## src/bupl_pkg.sv

```systemverilog
// ----------------------------------------------------------------------------
// bupl_pkg
// Shared constants, codes and types of the bilinear upscaler with palette.
// ----------------------------------------------------------------------------
package bupl_pkg;

    // Source field and palette geometry.
    localparam int FIELD_WIDTH  = 320;
    localparam int FIELD_HEIGHT = 240;
    localparam int PALETTE_BITS = 8;

    localparam int FIELD_CELLS = FIELD_WIDTH * FIELD_HEIGHT;
    localparam int FLD_AW      = $clog2(FIELD_CELLS);
    localparam int BANK_DEPTH  = (FIELD_CELLS + 1) / 2;
    localparam int BANK_AW     = $clog2(BANK_DEPTH);
    localparam int PAL_SIZE    = 1 << PALETTE_BITS;

    // Fixed field widths of the stream items and registers.
    localparam int ACT_W     = 2;
    localparam int ADDR_IN_W = 17;
    localparam int WDATA_W   = 32;
    localparam int PIX_W     = 12;
    localparam int SAMPLE_W  = 16;
    localparam int COLOR_W   = 32;
    localparam int FRAC_W    = 8;
    localparam int CFG_W     = 13;
    localparam int CFG_IDX_W = 2;
    localparam int OFFSET_W  = 8;

    // 9.16 step dividends: (size-1)*65536 - 1.
    localparam int DIV_X       = (FIELD_WIDTH - 1) * 65536 - 1;
    localparam int DIV_Y       = (FIELD_HEIGHT - 1) * 65536 - 1;
    localparam int DIV_MAX     = (DIV_X > DIV_Y) ? DIV_X : DIV_Y;
    localparam int STEP_RAW_W  = $clog2(DIV_MAX + 1);
    localparam int STEP_W      = (STEP_RAW_W < 17) ? 17 : STEP_RAW_W;
    localparam int INT_W       = STEP_W - 16;
    localparam int DIV_CNT_W   = $clog2(STEP_W + 1);
    localparam int CX_W        = $clog2(FIELD_WIDTH);
    localparam int CY_W        = $clog2(FIELD_HEIGHT);

    // Register reset values and the steps that follow from them.
    localparam int RESET_OUT_WIDTH  = 320;
    localparam int RESET_OUT_HEIGHT = 240;
    localparam int STEP_X_RESET     = DIV_X / (RESET_OUT_WIDTH - 1);
    localparam int STEP_Y_RESET     = DIV_Y / (RESET_OUT_HEIGHT - 1);

    // Result buffer.
    localparam int FIFO_DEPTH = 16;
    localparam int FIFO_AW    = $clog2(FIFO_DEPTH);
    localparam int FIFO_CNT_W = $clog2(FIFO_DEPTH + 1);

    // Item kinds carried in tuser.
    localparam logic [ACT_W-1:0] ACT_FIELD   = 2'd0;
    localparam logic [ACT_W-1:0] ACT_PALETTE = 2'd1;
    localparam logic [ACT_W-1:0] ACT_RENDER  = 2'd2;

    // Configuration register indexes.
    localparam logic [CFG_IDX_W-1:0] CFG_OUT_WIDTH  = 2'd0;
    localparam logic [CFG_IDX_W-1:0] CFG_OUT_HEIGHT = 2'd1;
    localparam logic [CFG_IDX_W-1:0] CFG_PAL_OFFSET = 2'd2;

    // Status of the step divider.
    typedef struct packed {
        logic busy;
        logic done;
    } bupl_div_status_t;

endpackage

```

## src/bupl_step_div.sv

```systemverilog
// ----------------------------------------------------------------------------
// bupl_step_div
// Restoring divider, one quotient bit per cycle, for the 9.16 step values.
// ----------------------------------------------------------------------------
module bupl_step_div import bupl_pkg::*; (
    input  logic                  aclk,
    input  logic                  aresetn,
    input  logic                  start,
    input  logic [STEP_W-1:0]     dividend,
    input  logic [CFG_W-1:0]      divisor,
    output bupl_div_status_t      status,
    output logic [STEP_W-1:0]     quotient
);

    logic                 busy_reg;
    logic                 done_reg;
    logic [DIV_CNT_W-1:0] cnt_reg;
    logic [STEP_W-1:0]    quo_reg;
    logic [CFG_W-1:0]     rem_reg;
    logic [CFG_W-1:0]     dsr_reg;

    logic [CFG_W:0]       trial;
    logic                 fits;
    logic [CFG_W-1:0]     rem_next;
    logic [STEP_W-1:0]    quo_next;

    // The dividend shifts out of the top of quo_reg while quotient bits enter below.
    always_comb begin
        trial    = {rem_reg, quo_reg[STEP_W-1]};
        fits     = (trial >= {1'b0, dsr_reg});
        rem_next = fits ? CFG_W'(trial - {1'b0, dsr_reg}) : trial[CFG_W-1:0];
        quo_next = {quo_reg[STEP_W-2:0], fits};
    end

    always_ff @(posedge aclk) begin
        if (!aresetn) begin
            busy_reg <= 1'b0;
            done_reg <= 1'b0;
            cnt_reg  <= '0;
        end else begin
            done_reg <= 1'b0;
            if (start) begin
                busy_reg <= 1'b1;
                cnt_reg  <= DIV_CNT_W'(STEP_W);
            end else if (busy_reg) begin
                cnt_reg <= cnt_reg - DIV_CNT_W'(1);
                if (cnt_reg == DIV_CNT_W'(1)) begin
                    busy_reg <= 1'b0;
                    done_reg <= 1'b1;
                end
            end
        end
    end

    always_ff @(posedge aclk) begin
        if (start) begin
            quo_reg <= dividend;
            rem_reg <= '0;
            dsr_reg <= divisor;
        end else if (busy_reg) begin
            quo_reg <= quo_next;
            rem_reg <= rem_next;
        end
    end

    assign status.busy = busy_reg;
    assign status.done = done_reg;
    assign quotient    = quo_reg;

endmodule

```

## config.mk

```make
export PLATFORM = sky130hd
export DESIGN_NAME = bupl_step_div
export DESIGN_NICKNAME = d
export VERILOG_FILES = /design/src/bupl_pkg.sv /design/src/bupl_step_div.sv
export SDC_FILE = /design/constraint.sdc
export NUM_CORES = 1
export LEC_CHECK = 0
export ABC_AREA = 1
export BUFFER_PORTS_ARGS = -buffer_cell sky130_fd_sc_hd__buf_2
export CAP_MARGIN = 15
export CORE_MARGIN = 1.5
export CORE_UTILIZATION = 55
export CTS_BUF_LIST = sky130_fd_sc_hd__clkbuf_16
export CTS_CLUSTER_DIAMETER = 100
export CTS_CLUSTER_SIZE = 24
export DETAILED_ROUTE_END_ITERATION = 8
export PLACE_DENSITY = 0.85
export SLEW_MARGIN = 20
export SYNTH_ARGS = -nofsm -noshare
export SYNTH_HDL_FRONTEND = slang
export SYNTH_SLANG_ARGS = --single-unit
export TNS_END_PERCENT = 5
```

## constraint.sdc

```tcl
create_clock -name aclk -period 4.4 [get_ports aclk]
set_clock_uncertainty 0.15 [all_clocks]
set_input_delay 0.66 -clock aclk [delete_from_list [all_inputs] [get_ports aclk]]
set_output_delay 0.66 -clock aclk [all_outputs]
set_load 0.01 [all_outputs]
```

==> results.json <==
{
  "final_nets": 553,
  "largest_reg_flops": 25,
  "busiest_layer": "met2",
  "viasPerCell": 5.24,
  "vias": 3004,
  "worstSkewPairLatency_ps": 320,
  "numCtsBuffers": 9,
  "netlist_instances": 428,
  "grt_pass1_vias": 2885,
  "seq_area_frac_synth_pct": 47.3,
  "whs_path_depth": 2,
  "grt_first_pass_wirelength_um": 12800,
  "postCtsSetupBuffers": 0,
  "worst_pin_slew_ps": 1010,
  "cts_tree": "built",
  "setup_slack_ps": 1800,
  "met2_usage_pct": 42.4,
  "required_ps": 4450,
  "dieArea_um2": 6390,
  "syn_nets": 485,
  "hold_buffers": 0,
  "first_pass_iters": 5,
  "finalWeightedCongestion": 0.953,
  "grt_use_met1_pct": 34.0,
  "period_share_pct": 59.0,
  "wl_per_cell_um": 13.5,
  "ys_warn_count": 0,
  "fp.dieH_um": 79.9,
  "drive_above_1_share_pct": 18.0,
  "fillCellCount": 458,
  "layoutNonFillerInstCount": 573,
  "h-tree-depth": 3,
  "ys_seq_elements": 58,
  "grt_max_degree": 33,
  "hold_viol_final": 0,
  "synthTopCellsByArea": "edfxtp_1, nand2_1, dfxtp_1",
  "wl_um": 7720,
  "area_delta_synth_final_pct": 19.9,
  "min_period_ps": 2600,
  "status": "finished clean",
  "cap_violations": 0,
  "grt_usage_pct": 26.4,
  "multi_input_area_um2": 1420,
  "synth_top_area_cell": "edfxtp_1",
  "rows": 27,
  "cp-start-kind": "primary input",
  "leakage_nw": 2.04,
  "netlist_area_um2": 3260,
  "arrival_ps": 2650,
  "antennaDiodeCount": 0,
  "core_region_area_um2": 5610,
  "end_kind": "flop",
  "r2r_slack_ps": 1830,
  "synthDistinctLibCells": 31,
  "globalRouteOverflowTotal": 0,
  "dp_hpwl_um": 5450,
  "grt_setup_unrepaired": "no",
  "max_freq_mhz": 385,
  "holdWs_ps": 331,
  "crit_fanout": 30,
  "peakVddDrop_mv": 0.268,
  "clockBufferDepth": 2,
  "dr.first_iter.drc_count": 224,
  "slew_violations": 0,
  "dpl_worst_slack_ps": 1880,
  "ant_nets": 0,
  "hp-class": "reg2reg",
  "layout.area.seq_um2": 1540,
  "p_per_area_nw_per_um2": 386,
  "relSlewSlack_pct": 32.5,
  "start_util_pct": 58.1,
  "crit_type": "in2reg",
  "postSynthAreaPerCell_um2": 7.61,
  "timing.setup.tns_ps": 0,
  "clock-sinks": 58,
  "use_met3_pct": 6.97,
  "path_clk_slew_ps": 50,
  "cts_resized": 0,
  "r2r_cells": 13,
  "antenna_found_initial": 0,
  "drc": 0,
  "clock-root-buffer": "clkbuf_16",
  "post-place-cells": 557,
  "synth_top_area_share_pct": 35.0,
  "die_w_um": 79.9,
  "pin_count": 68,
  "finalSetupViolCount": 0,
  "io_buffers": 67
}
## worst max-delay path, cell delays in order
cell and delay [ps]:
buf_2 210, nor2_2 340, clkinv_1 900, o21ai_0 530
## per-layer routing
metal	vias to the layer above	wire length (µm)
met5	-	0
li1	1480	-
met1	1329	3310
met4	0	186
met3	20	776
met2	175	3450
## kinds of logic after synthesis
logic type	synth area share [%]
xor+xnor	1.08
simple gates	33.2
compound gates	2.84
buf+inv	9.19
fa+ha+maj	6.38
flops	47.3
## cell usage in the layout (no fill, tap or decap), types with 9 or more instances in the layout
master and count:
nand2_1 176, dfxtp_1 20, ha_1 15, clkbuf_16 9
nand3_1 26, nor2_1 34, nand4_1 9, edfxtp_1 38
inv_1 64, buf_2 67
## final cells by class
type	count	share of cell area, %
flip-flops and latches	58	39.5
multi-input cells	296	36.2
repair buffers	68	8.78
inverters	63	6.06
clock buffers	9	5.77
well taps	72	2.31
clock inverters	7	1.38
## through the flow
stage,instance area [µm²],util [%],power (mW)
finish,3910,69.6,1.51
detailed placement,3630,64.7,0.849
floorplan,3260,-,0.776
CTS,3910,69.6,1.51
global placement,3630,64.7,0.844
global route,3910,69.6,1.56
## path summary, 6_finish.rpt
kind / start / to
worst min register to register: rem_reg[7] / rem_reg[7]
worst min-delay path: rem_reg[7] / rem_reg[7]
worst max-delay path: start / rem_reg[4]
worst max register to register: quotient[24] / rem_reg[4]
## where the power goes
part | internal [mW] | total [mW] | switching, mW
registers | 0.631 | 0.655 | 0.0246
clock network | 0.426 | 0.660 | 0.233
logic | 0.0717 | 0.191 | 0.119
## cells in the mapped netlist (all sizes together)
cell type and instances:
o21ai 7, nor3 1, o21bai 2, xor2 2, a211oi 1, buf 8
or2 1, a21oi 3, nor2 40, o211ai 1, nand3 27, xnor2 2
ha 15, nand2 179, nand3b 2, inv 63, a31oi 2, nor3b 1
dfxtp 20, edfxtp 38, clkbuf 3, fa 1, nand4 9
(Power assumes the default switching activity.)
