### src/bupl_pkg.sv
// ----------------------------------------------------------------------------
// bupl_pkg
// Shared constants, codes and types of the bilinear upscaler with palette.
// ----------------------------------------------------------------------------
package bupl_pkg;

    // Source field and palette geometry.
    localparam int FIELD_WIDTH  = 320;
    localparam int FIELD_HEIGHT = 240;
    localparam int PALETTE_BITS = 8;

    localparam int FIELD_CELLS = FIELD_WIDTH * FIELD_HEIGHT;
    localparam int FLD_AW      = $clog2(FIELD_CELLS);
    localparam int BANK_DEPTH  = (FIELD_CELLS + 1) / 2;
    localparam int BANK_AW     = $clog2(BANK_DEPTH);
    localparam int PAL_SIZE    = 1 << PALETTE_BITS;

    // Fixed field widths of the stream items and registers.
    localparam int ACT_W     = 2;
    localparam int ADDR_IN_W = 17;
    localparam int WDATA_W   = 32;
    localparam int PIX_W     = 12;
    localparam int SAMPLE_W  = 16;
    localparam int COLOR_W   = 32;
    localparam int FRAC_W    = 8;
    localparam int CFG_W     = 13;
    localparam int CFG_IDX_W = 2;
    localparam int OFFSET_W  = 8;

    // 9.16 step dividends: (size-1)*65536 - 1.
    localparam int DIV_X       = (FIELD_WIDTH - 1) * 65536 - 1;
    localparam int DIV_Y       = (FIELD_HEIGHT - 1) * 65536 - 1;
    localparam int DIV_MAX     = (DIV_X > DIV_Y) ? DIV_X : DIV_Y;
    localparam int STEP_RAW_W  = $clog2(DIV_MAX + 1);
    localparam int STEP_W      = (STEP_RAW_W < 17) ? 17 : STEP_RAW_W;
    localparam int INT_W       = STEP_W - 16;
    localparam int DIV_CNT_W   = $clog2(STEP_W + 1);
    localparam int CX_W        = $clog2(FIELD_WIDTH);
    localparam int CY_W        = $clog2(FIELD_HEIGHT);

    // Register reset values and the steps that follow from them.
    localparam int RESET_OUT_WIDTH  = 320;
    localparam int RESET_OUT_HEIGHT = 240;
    localparam int STEP_X_RESET     = DIV_X / (RESET_OUT_WIDTH - 1);
    localparam int STEP_Y_RESET     = DIV_Y / (RESET_OUT_HEIGHT - 1);

    // Result buffer.
    localparam int FIFO_DEPTH = 16;
    localparam int FIFO_AW    = $clog2(FIFO_DEPTH);
    localparam int FIFO_CNT_W = $clog2(FIFO_DEPTH + 1);

    // Item kinds carried in tuser.
    localparam logic [ACT_W-1:0] ACT_FIELD   = 2'd0;
    localparam logic [ACT_W-1:0] ACT_PALETTE = 2'd1;
    localparam logic [ACT_W-1:0] ACT_RENDER  = 2'd2;

    // Configuration register indexes.
    localparam logic [CFG_IDX_W-1:0] CFG_OUT_WIDTH  = 2'd0;
    localparam logic [CFG_IDX_W-1:0] CFG_OUT_HEIGHT = 2'd1;
    localparam logic [CFG_IDX_W-1:0] CFG_PAL_OFFSET = 2'd2;

    // Status of the step divider.
    typedef struct packed {
        logic busy;
        logic done;
    } bupl_div_status_t;

endpackage

### src/bupl_out_fifo.sv
// ----------------------------------------------------------------------------
// bupl_out_fifo
// Result buffer between the free-running datapath and the output channel.
// ----------------------------------------------------------------------------
module bupl_out_fifo import bupl_pkg::*; (
    input  logic               aclk,
    input  logic               aresetn,
    input  logic               push,
    input  logic [COLOR_W-1:0] push_data,
    input  logic               pop,
    output logic               out_valid,
    output logic [COLOR_W-1:0] out_data
);

    logic [COLOR_W-1:0]    fifo_mem [FIFO_DEPTH];
    logic [FIFO_AW-1:0]    wr_ptr_reg;
    logic [FIFO_AW-1:0]    rd_ptr_reg;
    logic [FIFO_CNT_W-1:0] count_reg;
    logic [FIFO_CNT_W-1:0] count_next;

    always_comb begin
        count_next = count_reg;
        if (push && !pop) begin
            count_next = count_reg + FIFO_CNT_W'(1);
        end else if (!push && pop) begin
            count_next = count_reg - FIFO_CNT_W'(1);
        end
    end

    always_ff @(posedge aclk) begin
        if (!aresetn) begin
            wr_ptr_reg <= '0;
            rd_ptr_reg <= '0;
            count_reg  <= '0;
        end else begin
            count_reg <= count_next;
            if (push) begin
                wr_ptr_reg <= wr_ptr_reg + FIFO_AW'(1);
            end
            if (pop) begin
                rd_ptr_reg <= rd_ptr_reg + FIFO_AW'(1);
            end
        end
    end

    always_ff @(posedge aclk) begin
        if (push) begin
            fifo_mem[wr_ptr_reg] <= push_data;
        end
    end

    assign out_valid = (count_reg != '0);
    assign out_data  = fifo_mem[rd_ptr_reg];

endmodule

### config.mk
export PLATFORM = sky130hd
export DESIGN_NAME = bupl_out_fifo
export DESIGN_NICKNAME = d
export VERILOG_FILES = /design/src/bupl_pkg.sv /design/src/bupl_out_fifo.sv
export SDC_FILE = /design/constraint.sdc
export NUM_CORES = 1
export LEC_CHECK = 0
export ABC_AREA = 1
export BUFFER_PORTS_ARGS = -buffer_cell sky130_fd_sc_hd__buf_2
export CAP_MARGIN = 5
export CORE_ASPECT_RATIO = 2
export CORE_MARGIN = 8
export CORE_UTILIZATION = 60
export DETAILED_ROUTE_END_ITERATION = 7
export HOLD_SLACK_MARGIN = 0.08
export PLACE_DENSITY = 0.77
export SYNTH_ARGS = -nofsm -noshare
export SYNTH_HDL_FRONTEND = slang
export SYNTH_SLANG_ARGS = --single-unit
### constraint.sdc
create_clock -name aclk -period 7.7 [get_ports aclk]
set_input_delay 0.77 -clock aclk [delete_from_list [all_inputs] [get_ports aclk]]
set_output_delay 0.77 -clock aclk [all_outputs]
set_load 0.01 [all_outputs]
==> metrics.md <==
| Metric | Value |
|---|---|
| RSZ-0062 raised after global routing | `no` |
| CTS clk-pin slew, worst paths | `0.07 ns` |
| Endpoints failing setup | `0` |
| Worst hold path startpoint | `pop` |
| Cell internal pwr | `between 4 and 5 mW` |
| Wire per inst | `18.9 um` |
| Unique masters post-synth | `24` |
| CP startpoint kind | `register` |
| CP Class | `reg -> out` |
| Non-filler cells, final | `2713` |
| Syn avg cell area | `10.5 um2` |
| Largest register FFs | `512` |
| I/O pin count | `69` |
| Area contributors post-synth | `edfxtp_1 67%, nand2_1 11%, nand3_1 8.5%` |
| Hold Vio Cnt, Final | `0` |
| FF+latch count, synth | `529` |
| Flop pwr share | `0.546` |
| GRT Total Usage | `0.226` |
| Largest stage delay, worst path | `0.97 ns` |
| Crit share post-route | `0.566` |
| CTS Root Cell | `clkbuf_16` |
| # DRC | `0` |
| DR vias/cell | `5.56` |
| Die ar. | `45000 um2` |
| Clock buffer depth | `3` |
| Max-slew violations | `0` |
| Synth-to-layout area growth | `8.55%` |
| CP bufs+invs | `3` |
| GPL Wtd Cong | `0.805` |
| Util after Layout | `0.657` |
| Die X | `154 um` |
| Dpl hpwl | `about 27 mm` |
| Port bufs | `68` |
| Crit path DAT | `3.59 ns` |
| Cell area after layout | `24800 um2` |
| Crit-path leading delay family | `buffers and inverters` |
| First-pass GRT wire length | `78.8 mm` |
| Status | `complete, no violations` |
| Hold Path End | `rd_ptr_reg[0]$_SDFFE_PN0P_` |
| Fmax | `230 MHz` |
| Layout cells sized above 1 | `0.0814` |
| Share of the synthesized area in the top cell type | `0.672` |
| DP Cell Count | `2633` |
| Vias in the first global route | `around 15000` |
| Max-capacitance violation count | `0` |
| Post-Synthesis Cells | `2182` |
| Largest net degree at the start of global routing | `111` |
| Fin Hold WS | `~0.50 ns` |
| Final #Nets | `2260` |
| Area leader, netlist | `edfxtp_1` |
| Reg2reg end | `fifo_mem[9][10]$_DFFE_PP_` |
| Core box area | `37800 um2` |
| Crit-path max FO | `~110` |
| Setup slack on the worst flop-to-flop path | `between 5 and 6 ns` |
| Syn Std Cell Area | `22900 um2` |
| R2R cell count | `4` |
| H-tree levels | `2` |
| Normalized max-slew margin | `0.185` |
| Clk sinks | `529` |
| Pwr Density | `about 240 nW/um2` |
| Hold depth | `2` |
| Hold Crit Class | `in -> reg` |
| Reg2reg start | `wr_ptr_reg[0]$_SDFFE_PN0P_` |
| Post-route minimum period | `4.36 ns` |
| Place WS | `between 3 and 4 ns` |
| TritonCTS Buffers | `42` |
| CP Capture Type | `primary output` |
| NetSw | `1.31 mW` |
| Switching share of power | `0.222` |
| Detailed Route WL | `approximately 51 mm` |
| DR pass1 iterations | `6` |
| Critical Path RT | `approximately 7 ns` |
| First DRT Iteration DRCs | `1472` |
| Routed vias | `about 15000` |
| Clk pwr share | `0.377` |
| Peak VDD IR | `between 0.15 and 0.2 mV` |
| Post-CTS setup repair buffer count | `0` |
| Cell Rows | `a little over 100` |
| GR Overflow Total | `0` |
| Leakage | `10.6 nW` |
| Slowest CP cell | `buf_4` |
| Antenna Violating Nets Remaining | `0` |
| Syn Nets | `2228` |
| Comb pwr share | `0.077` |
| Tot Pwr | `just under 6 mW` |
| Placed instance area | `23400 um2` |
| PnR worst setup slack | `~3.3 ns` |
| CTS tree | `built` |
| Post-CTS sizing | `0` |
| Final setup TNS | `0 ns` |
| Worst-skew pair later-pin latency | `roughly 0.56 ns` |
| Most used cell, CP | `nand2_1` |
| Hold-fix buffer count after cts | `0` |
| Initial core utilization | `0.606` |
| Sequential area share after synthesis | `0.687` |
| Antenna violations before repair | `2` |
| YS warnings | `0` |
| Die Height | `approximately 290 um` |
| Clock Skews | `about 0.018 ns` |
| Worst slew pin tran | `1.22 ns` |
| Critical path, cell by cell | `inv_6 > buf_4 > nand2_1 > nand2_1 > nand2_1 > nand3_1 > nand3_1 > nand2_1 > buf_2` |
layer usage:
metal / up-vias / part of all wire / track usage
met5: - / 0.00031 / 0
met4: 2 / 0.047 / 0.130
met3: 165 / 0.075 / 0.0311
met2: 666 / 0.52 / 0.407
met1: 7170 / 0.35 / 0.252
li1: 7091 / - / -
worst reg2reg max path, stage by stage (launching register included):
cell and delay, ns:
dfxtp_1 0.42, ha_1 0.18, nand2_1 0.25, nor2_4 0.74, buf_4 0.49
worst max path at each step:
stage              from                   endpoint  slack [ns]  cells past startpoint
2_1_floorplan      push  fifo_mem[11][0]$_DFFE_PP_        4.84                      3
3_3_place_gp   register                out_data[1]        3.99                      9
3_5_place_dp   register                out_data[8]        3.98                      9
4_1_cts        register                out_data[1]        3.33                      9
5_1_grt        register               out_data[26]        3.12                      9
6_report       register                out_data[1]        3.34                      9
power groups by stage:
stage	sequential, mW	clock (mW)	combinational [mW]
global route	3.22	2.33	0.503
floorplan	3.26	0	0.329
detailed placement	3.28	0	0.449
global placement	3.28	0	0.437
CTS	3.22	2.23	0.453
finish	3.22	2.22	0.452
layout by cell type, fill, tap and decap left out, types with 2 or more instances in the layout:
master     instances
dfxtp_2            2
nand4_1            2
inv_2              2
clkinv_2           9
buf_2             68
buf_4             26
dfxtp_4            2
clkinv_1           5
inv_1            400
clkbuf_1          10
edfxtp_1         512
a21oi_1           12
or2_2              2
xor2_1             3
clkbuf_16         45
dfxtp_1           13
bufinv_16          5
o21ai_0            9
inv_6              2
nand2_1          690
nor2_1            10
clkbuf_8           2
diode_2            2
nor2_4            16
ha_1               9
nand3_1          387
synthesized netlist by cell type:
library cell  number
fa_1               1
dfxtp_1           17
clkbuf_1          11
edfxtp_1         512
inv_1            402
buf_8              1
nand3_1          387
nor3_1             1
inv_2              1
o21a_1             1
a21oi_1           12
inv_6              1
buf_2             42
buf_6             27
nor2_1            26
buf_4             10
buf_1             14
xor2_1             3
ha_1               9
nand2_1          690
o21ai_0            9
or2_2              2
nand4_1            2
buf_12             1
kinds of logic (layout without fill, tap and decap cells):
logic type / after synthesis / count (layout) / share of synthesized area
AND/OR/NAND/NOR: 1108 / 1108 / 0.203
flip-flops: 529 / 529 / 0.687
buffers and inverters: 510 / 576 / 0.0979
AO/OA/AOI/OAI: 22 / 22 / 0.00492
adder cells (fa/ha/maj): 10 / 10 / 0.00580
XOR/XNOR: 3 / 3 / 0.00115
other: 0 / 2 / 0
cell type report:
cell class / instances / area, um2
flip-flops and latches: 529 / 15700
well taps: 463 / 579
inverters: 404 / 1520
fillers: 2689 / 12900
multi-input cells: 1143 / 5050
clock inverters: 21 / 230
clock buffers: 57 / 1190
repair buffers: 94 / 536
diodes: 2 / 5.00
Power figures use the tool's default switching activity.
